==> src/design/arfp_pkg.sv <==
// package of constants and types for the range frame parser
package arfp_pkg;

   // field widths
   localparam int BYTE_W      = 8;
   localparam int DIST_W      = 27;
   localparam int RSP_DATA_W  = 32;
   localparam int FRAME_LEN_W = 4;
   localparam int PROD_W      = DIST_W + 4;

   // frame limits
   localparam int MAX_FRAME_BYTES_DEFAULT = 11;
   localparam int MIN_VALID_BYTES         = 6;

   // character codes
   localparam logic [BYTE_W-1:0] BYTE_CR    = 8'h0D;
   localparam logic [BYTE_W-1:0] BYTE_DROP  = 8'hFF;
   localparam logic [BYTE_W-1:0] CHAR_R     = 8'h52;
   localparam logic [BYTE_W-1:0] CHAR_SPACE = 8'h20;
   localparam logic [BYTE_W-1:0] CHAR_ZERO  = 8'h30;
   localparam logic [BYTE_W-1:0] CHAR_NINE  = 8'h39;

   // largest value the distance field holds
   localparam logic [PROD_W-1:0] VALUE_MAX = PROD_W'((64'd1 << DIST_W) - 64'd1);

   // frame status codes
   localparam logic STATUS_VALID   = 1'b0;
   localparam logic STATUS_INVALID = 1'b1;

   // result of one byte step
   typedef struct packed {
      logic              emit;
      logic [DIST_W-1:0] distance_mm;
      logic              frame_status;
   } arfp_result_type;

endpackage

==> src/design/ascii_range_frame_parser.sv <==
// top level of the range frame parser
//
// The req channel carries one received serial byte per transfer. Bytes are
// assembled into text frames of the form 'R', digits, space, text, CR. The
// byte 0xFF is discarded without counting. A frame closes on CR or when it
// reaches MAX_FRAME_BYTES bytes; each closed frame gives one rsp transfer:
// tdata holds the range in millimetres, tuser is 0 for a valid reading and
// 1 for a discarded frame (range then 0).
// A byte that closes a frame passes from the input register through the
// tracker step into the result register, which drives rsp_tvalid; a
// receiver stall can hold it in the input register before that step.
// Throughput: one byte per cycle while the receiver does not stall, set by
// the single tracker step between the input register and the result register.
// Reset clears the frame state and the valid bits of both registers. When
// the receiver stalls, the pending result holds and the input register keeps
// one byte; req_tready drops once both are full.
module ascii_range_frame_parser
   import arfp_pkg::*;
#(
   parameter int MAX_FRAME_BYTES = MAX_FRAME_BYTES_DEFAULT
) (
   input  logic                  clock,
   input  logic                  reset,
   input  logic                  req_tvalid,
   output logic                  req_tready,
   input  logic [BYTE_W-1:0]     req_tdata,   // [7:0] rx_byte
   output logic                  rsp_tvalid,
   input  logic                  rsp_tready,
   output logic [RSP_DATA_W-1:0] rsp_tdata,   // [26:0] distance_mm, rest zero
   output logic [0:0]            rsp_tuser    // [0] frame_status
);

   logic              in_valid_ff, in_valid_in;
   logic [BYTE_W-1:0] in_byte_ff, in_byte_in;
   logic              out_valid_ff, out_valid_in;
   logic [DIST_W-1:0] out_dist_ff, out_dist_in;
   logic              out_status_ff, out_status_in;

   logic            advance, process, req_fire;
   arfp_result_type result;

   // handshake control
   always_comb begin
      advance    = !out_valid_ff || rsp_tready;
      process    = in_valid_ff && advance;
      req_tready = !in_valid_ff || advance;
      req_fire   = req_tvalid && req_tready;
   end

   arfp_tracker #(
      .MAX_FRAME_BYTES (MAX_FRAME_BYTES)
   ) u_tracker (
      .clock   (clock),
      .reset   (reset),
      .step_en (process),
      .rx_byte (in_byte_ff),
      .result  (result)
   );

   // next values of input and result registers
   always_comb begin
      in_valid_in   = req_fire ? 1'b1 : (process ? 1'b0 : in_valid_ff);
      in_byte_in    = req_fire ? req_tdata : in_byte_ff;
      out_dist_in   = out_dist_ff;
      out_status_in = out_status_ff;
      if (process && result.emit) begin
         out_valid_in  = 1'b1;
         out_dist_in   = result.distance_mm;
         out_status_in = result.frame_status;
      end else if (rsp_tready) begin
         out_valid_in = 1'b0;
      end else begin
         out_valid_in = out_valid_ff;
      end
   end

   // control registers
   always_ff @(posedge clock) begin
      if (reset) begin
         in_valid_ff  <= 1'b0;
         out_valid_ff <= 1'b0;
      end else begin
         in_valid_ff  <= in_valid_in;
         out_valid_ff <= out_valid_in;
      end
   end

   // payload registers
   always_ff @(posedge clock) begin
      in_byte_ff    <= in_byte_in;
      out_dist_ff   <= out_dist_in;
      out_status_ff <= out_status_in;
   end

   // result port
   assign rsp_tvalid   = out_valid_ff;
   assign rsp_tdata    = RSP_DATA_W'(out_dist_ff);
   assign rsp_tuser[0] = out_status_ff;

endmodule

==> src/design/arfp_tracker.sv <==
// frame state tracker: inspects one byte and keeps the running frame state
module arfp_tracker
   import arfp_pkg::*;
#(
   parameter int MAX_FRAME_BYTES = MAX_FRAME_BYTES_DEFAULT
) (
   input  logic              clock,
   input  logic              reset,
   input  logic              step_en,
   input  logic [BYTE_W-1:0] rx_byte,
   output arfp_result_type   result
);

   localparam int LEN_W = FRAME_LEN_W + 1;

   logic [FRAME_LEN_W-1:0] frame_length_ff, frame_length_in;
   logic                   first_is_r_ff, first_is_r_in;
   logic                   space_seen_ff, space_seen_in;
   logic                   number_bad_ff, number_bad_in;
   logic                   has_digit_ff, has_digit_in;
   logic [DIST_W-1:0]      value_ff, value_in;

   logic              is_drop, is_cr, is_space, is_digit;
   logic [3:0]        digit;
   logic [PROD_W-1:0] product;
   logic              overflow;
   logic [LEN_W-1:0]  len;
   logic              frame_done, frame_valid;

   // byte classes and the next decimal value
   always_comb begin
      is_drop  = (rx_byte == BYTE_DROP);
      is_cr    = (rx_byte == BYTE_CR);
      is_space = (rx_byte == CHAR_SPACE);
      is_digit = (rx_byte >= CHAR_ZERO) && (rx_byte <= CHAR_NINE);
      digit    = 4'(rx_byte - CHAR_ZERO);
      product  = PROD_W'({value_ff, 3'b000}) + PROD_W'({value_ff, 1'b0}) + PROD_W'(digit);
      overflow = (product > VALUE_MAX);
      len      = {1'b0, frame_length_ff} + LEN_W'(1);
      frame_done  = is_cr || (len >= LEN_W'(MAX_FRAME_BYTES));
      frame_valid = (len >= LEN_W'(MIN_VALID_BYTES)) && first_is_r_ff && is_cr;
   end

   // result of this byte
   always_comb begin
      result.emit         = !is_drop && frame_done;
      result.frame_status = frame_valid ? STATUS_VALID : STATUS_INVALID;
      if (frame_valid && space_seen_ff && has_digit_ff && !number_bad_ff) begin
         result.distance_mm = value_ff;
      end else begin
         result.distance_mm = '0;
      end
   end

   // next frame state
   always_comb begin
      frame_length_in = frame_length_ff;
      first_is_r_in   = first_is_r_ff;
      space_seen_in   = space_seen_ff;
      number_bad_in   = number_bad_ff;
      has_digit_in    = has_digit_ff;
      value_in        = value_ff;
      if (step_en && !is_drop) begin
         if (frame_done) begin
            frame_length_in = '0;
            first_is_r_in   = 1'b0;
            space_seen_in   = 1'b0;
            number_bad_in   = 1'b0;
            has_digit_in    = 1'b0;
            value_in        = '0;
         end else begin
            frame_length_in = len[FRAME_LEN_W-1:0];
            if (frame_length_ff == '0) begin
               first_is_r_in = (rx_byte == CHAR_R);
            end else if (!space_seen_ff) begin
               if (is_space) begin
                  space_seen_in = 1'b1;
               end else if (is_digit) begin
                  has_digit_in = 1'b1;
                  if (!number_bad_ff) begin
                     if (overflow) begin
                        number_bad_in = 1'b1;
                     end else begin
                        value_in = product[DIST_W-1:0];
                     end
                  end
               end else begin
                  number_bad_in = 1'b1;
               end
            end
         end
      end
   end

   // frame state registers
   always_ff @(posedge clock) begin
      if (reset) begin
         frame_length_ff <= '0;
         first_is_r_ff   <= 1'b0;
         space_seen_ff   <= 1'b0;
         number_bad_ff   <= 1'b0;
         has_digit_ff    <= 1'b0;
         value_ff        <= '0;
      end else begin
         frame_length_ff <= frame_length_in;
         first_is_r_ff   <= first_is_r_in;
         space_seen_ff   <= space_seen_in;
         number_bad_ff   <= number_bad_in;
         has_digit_ff    <= has_digit_in;
         value_ff        <= value_in;
      end
   end

endmodule

==> config.mk <==
export PLATFORM = sky130hd
export DESIGN_NAME = ascii_range_frame_parser
export DESIGN_NICKNAME = d
export VERILOG_FILES = /design/src/design/arfp_pkg.sv /design/src/design/ascii_range_frame_parser.sv /design/src/design/arfp_tracker.sv
export SDC_FILE = /design/constraint.sdc
export NUM_CORES = 1
export LEC_CHECK = 0
export BUFFER_PORTS_ARGS = -buffer_cell sky130_fd_sc_hd__buf_2
export CAP_MARGIN = 20
export CORE_ASPECT_RATIO = 1.2
export CORE_MARGIN = 3
export CORE_UTILIZATION = 45
export CTS_BUF_LIST = sky130_fd_sc_hd__clkbuf_4 sky130_fd_sc_hd__clkbuf_8
export CTS_CLUSTER_SIZE = 8
export DETAILED_ROUTE_END_ITERATION = 8
export PLACE_DENSITY = 0.73
export SYNTH_ARGS = -nofsm -noshare
export SYNTH_HDL_FRONTEND = slang
export SYNTH_SLANG_ARGS = --single-unit
==> constraint.sdc <==
create_clock -name clock -period 10.95 [get_ports clock]
set_input_delay 0.5475 -clock clock [delete_from_list [all_inputs] [get_ports clock]]
set_output_delay 0.5475 -clock clock [all_outputs]
set_load 0.03 [all_outputs]
==> flow_metrics.env <==
export IMPL_status="complete, no violations"
export IMPL_cts_clk_slew_worst_paths_ns=0.07
export IMPL_fin_crit_sh=0.373
export IMPL_min_path_type="input pin to flop"
export IMPL_worst_pin_slew_ns=1.03
export IMPL_end_kind="flop"
export IMPL_cts_sinks=73
export IMPL_p_leak_nw=2.35
export IMPL_p_per_area_mw_per_mm2=104
export IMPL_antenna_found_initial=0
export IMPL_ys_flop_type="dfxtp_1"
export IMPL_ff_latch_area_sq_mm=0.00182
export IMPL_max_stage_delay_ns=0.93
export IMPL_die_y_microns=119
export IMPL_grt_pass1_wl_microns=17400
export IMPL_finalSetupTns_ns=0
export IMPL_num_antenna_cells=0
export IMPL_die_area_sq_mm=0.0119
export IMPL_via_per_inst=5.77
export IMPL_ctsHoldBuffers=0
export IMPL_io_pins=47
export IMPL_via_count=3880
export IMPL_path_cells="inv_1 > fa_1 > inv_1 > fa_1 > a211oi_2 > o21ai_1 > a31oi_1 > a21oi_1 > or3_1 > o2bb2ai_2 > or4_1 > o21ai_1"
export IMPL_drv_slew=0
export IMPL_area_growth_pct=11.1
export IMPL_drtPass1Iterations=4
export IMPL_synth_edf_count=36
export IMPL_grt_pass1_vias=3738
export IMPL_setup_violations=0
export IMPL_drt_initial_drc_count=255
export IMPL_arrival_ns=4.37
export IMPL_multiInputGateArea_sq_mm=0.00279
export IMPL_root_buffer="clkbuf_8"
export IMPL_crit_family="simple AND/OR/NAND/NOR gates"
export IMPL_worst_path_stages=12
export IMPL_ant_nets=0
export IMPL_slew_headroom=0.311
export IMPL_critPathRequiredTime_ns=11.23
export IMPL_clk_latency_ns=0.36
export IMPL_drcViolationCount=0
export IMPL_fmaxAchievable_ghz=0.245
export IMPL_rsz0062_at_grt="no"
export IMPL_synth_top_area_frac=0.226
export IMPL_hold_viol_final=0
export IMPL_initial_utilization=0.469
export IMPL_crit_path_start="in_byte_ff[3]$_DFFE_PP_"
export IMPL_h_tree_depth=3
export IMPL_grt_overflow=0
export IMPL_wirelength_microns=10100
export IMPL_vdd_ir_drop_max_mv=0.0655
export IMPL_clock_path_buffers=2
export IMPL_final_setup_skew_ns=0.00761
export IMPL_hold_path_depth=1
export IMPL_cp_max_fo=27
export IMPL_io_buffers=41
export IMPL_post_cts_buffers=0
export IMPL_yosys_top_cells_count="ha_1 (57), a21oi_1 (39), dfxtp_1 (37)"
export IMPL_ys_ff_latch=73
export IMPL_postPlaceCellArea_sq_mm=0.00509
export IMPL_drv_cap=0
export IMPL_design_core_area_sq_mm=0.0102
export IMPL_syn_area_per_cell_sq_um=9.53
export IMPL_syn_area_sq_mm=0.00478
export IMPL_final_nets=612
export IMPL_async_reset_ff_frac=0
export IMPL_startpoint_type="flop"
export IMPL_final_layout_size_suffix_gt1_frac=0.132
export IMPL_fin_crit_ns=4.09
export IMPL_cts_buffers=9
export IMPL_synth_area_top_cells="edfxtp_1 (23%), dfxtp_1 (15%), ha_1 (15%), o211ai_1 (4.9%), a21oi_1 (4.1%)"
export IMPL_crit_type="flop to flop"
export IMPL_cts_tree="done"
export IMPL_ys_types=53
export IMPL_critPathSlowestCell="or4_1"
export IMPL_rows=40
export IMPL_crit_buf_inv=2
export IMPL_reg2regPathDepth=12
export IMPL_post_cts_resized=0
export IMPL_grt_start_max_net_pins=30
export IMPL_die_width_microns=100
export IMPL_synth_most_common_cell="ha_1"
export IMPL_synth_yosys_warnings=0
export IMPL_synth_area_leader_cell="edfxtp_1"
export IMPL_hpwlAfterDp_microns=7520
export IMPL_post_drt_wl_per_cell_microns=15.0
export IMPL_seq_area_frac_synth=0.381
export IMPL_synthCells=502
export IMPL_r2r_start="in_byte_ff[3]$_DFFE_PP_"
export IMPL_hold_path_startpoint="req_tdata[5]"
export IMPL_n_fill_cell=959
export IMPL_track_usage=0.178
export IMPL_postLayoutCellArea_sq_mm=0.00532
export IMPL_gp_congestion=0.936
-- sequential cells by signal, indices dropped and copies added (netlist names) --
register / count
u_tracker.first_is_r_ff: 1
rsp_tuser: 1
u_tracker.value_ff: 27
u_tracker.number_bad_ff: 1
in_byte_ff: 8
out_dist_ff: 27
u_tracker.space_seen_ff: 1
u_tracker.frame_length_ff: 4
in_valid_ff: 1
u_tracker.has_digit_ff: 1
rsp_tvalid: 1
-- worst paths after layout --
kind | slack (ns) | to
worst max-delay path | 6.86 | u_tracker.value_ff[6]$_SDFFE_PP0P_
worst max register to register | 6.86 | u_tracker.value_ff[6]$_SDFFE_PP0P_
worst min-delay path | 0.36 | in_byte_ff[5]$_DFFE_PP_
worst min register to register | 0.48 | u_tracker.first_is_r_ff$_SDFFE_PP0P_
-- power breakdown --
part | internal (mW) | leakage [nW] | switching (mW)
combinational | 0.00695 | 1.55 | 0.0151
sequential | 0.288 | 0.687 | 0.00345
clock | 0.140 | 0.115 | 0.101
-- per-stage QoR --
step | cells | setup slack (ns) | util | hold WS (ns) | power [mW]
after floorplan | 506 | 7.37 | - | 0.426 | 0.313
after global placement | 656 | 6.97 | 0.498 | 0.441 | 0.319
after detailed placement | 656 | 6.88 | 0.498 | 0.450 | 0.320
after CTS | 672 | 6.84 | 0.521 | 0.351 | 0.559
after global routing | 672 | 6.54 | 0.521 | 0.344 | 0.575
final | 672 | 6.86 | 0.521 | 0.364 | 0.555
-- cell families (layout without fill, tap and decap cells) --
logic type                 count (synthesis)  count (layout)  synth area share
xor gates and xnor gates                  24              24            0.0439
other                                      1               5          0.000784
buffers and inverters                     43              83            0.0416
adders and majority gates                 59              59             0.157
AOI/OAI and AO/OA                        166             166             0.224
DFF                                       73              73             0.381
and+or+nand+nor                          136             136             0.152
-- metal layers --
metal  GRT usage  up-vias  routed length [microns]
li1            -     1948                        -
met2       0.305       80                     5110
met3      0.0393       17                      419
met5           0        -                        0
met1       0.216     1835                     4330
met4      0.0699        0                      215
-- layout make-up --
cell class	count	area share
multi-input cells	390	0.524
flip-flops and latches	73	0.343
repair buffers	46	0.0456
well taps	126	0.0296
clock buffers	11	0.0285
inverters	21	0.0148
clock inverters	5	0.0146
-- worst reg2reg max path, cell delays in order, from the launching register on --
cell and delay, ns:
edfxtp_1 0.40, inv_1 0.08, fa_1 0.53, inv_1 0.07, fa_1 0.49, a211oi_2 0.27, o21ai_1 0.14, a31oi_1 0.24
a21oi_1 0.10, or3_1 0.33, o2bb2ai_2 0.13, or4_1 0.93, o21ai_1 0.30
-- cells in the final DEF (no fill, tap or decap), types with 15 or more instances in the layout --
cell type and n:
o21ai_0 17, and2_1 30, a21oi_1 38, nand2_1 31, buf_2 41, o211ai_1 31, dfxtp_1 37, nor2_1 19
xnor2_1 15, inv_1 21, edfxtp_1 36, ha_1 57, o21ai_1 34
(Power assumes the default switching activity.)
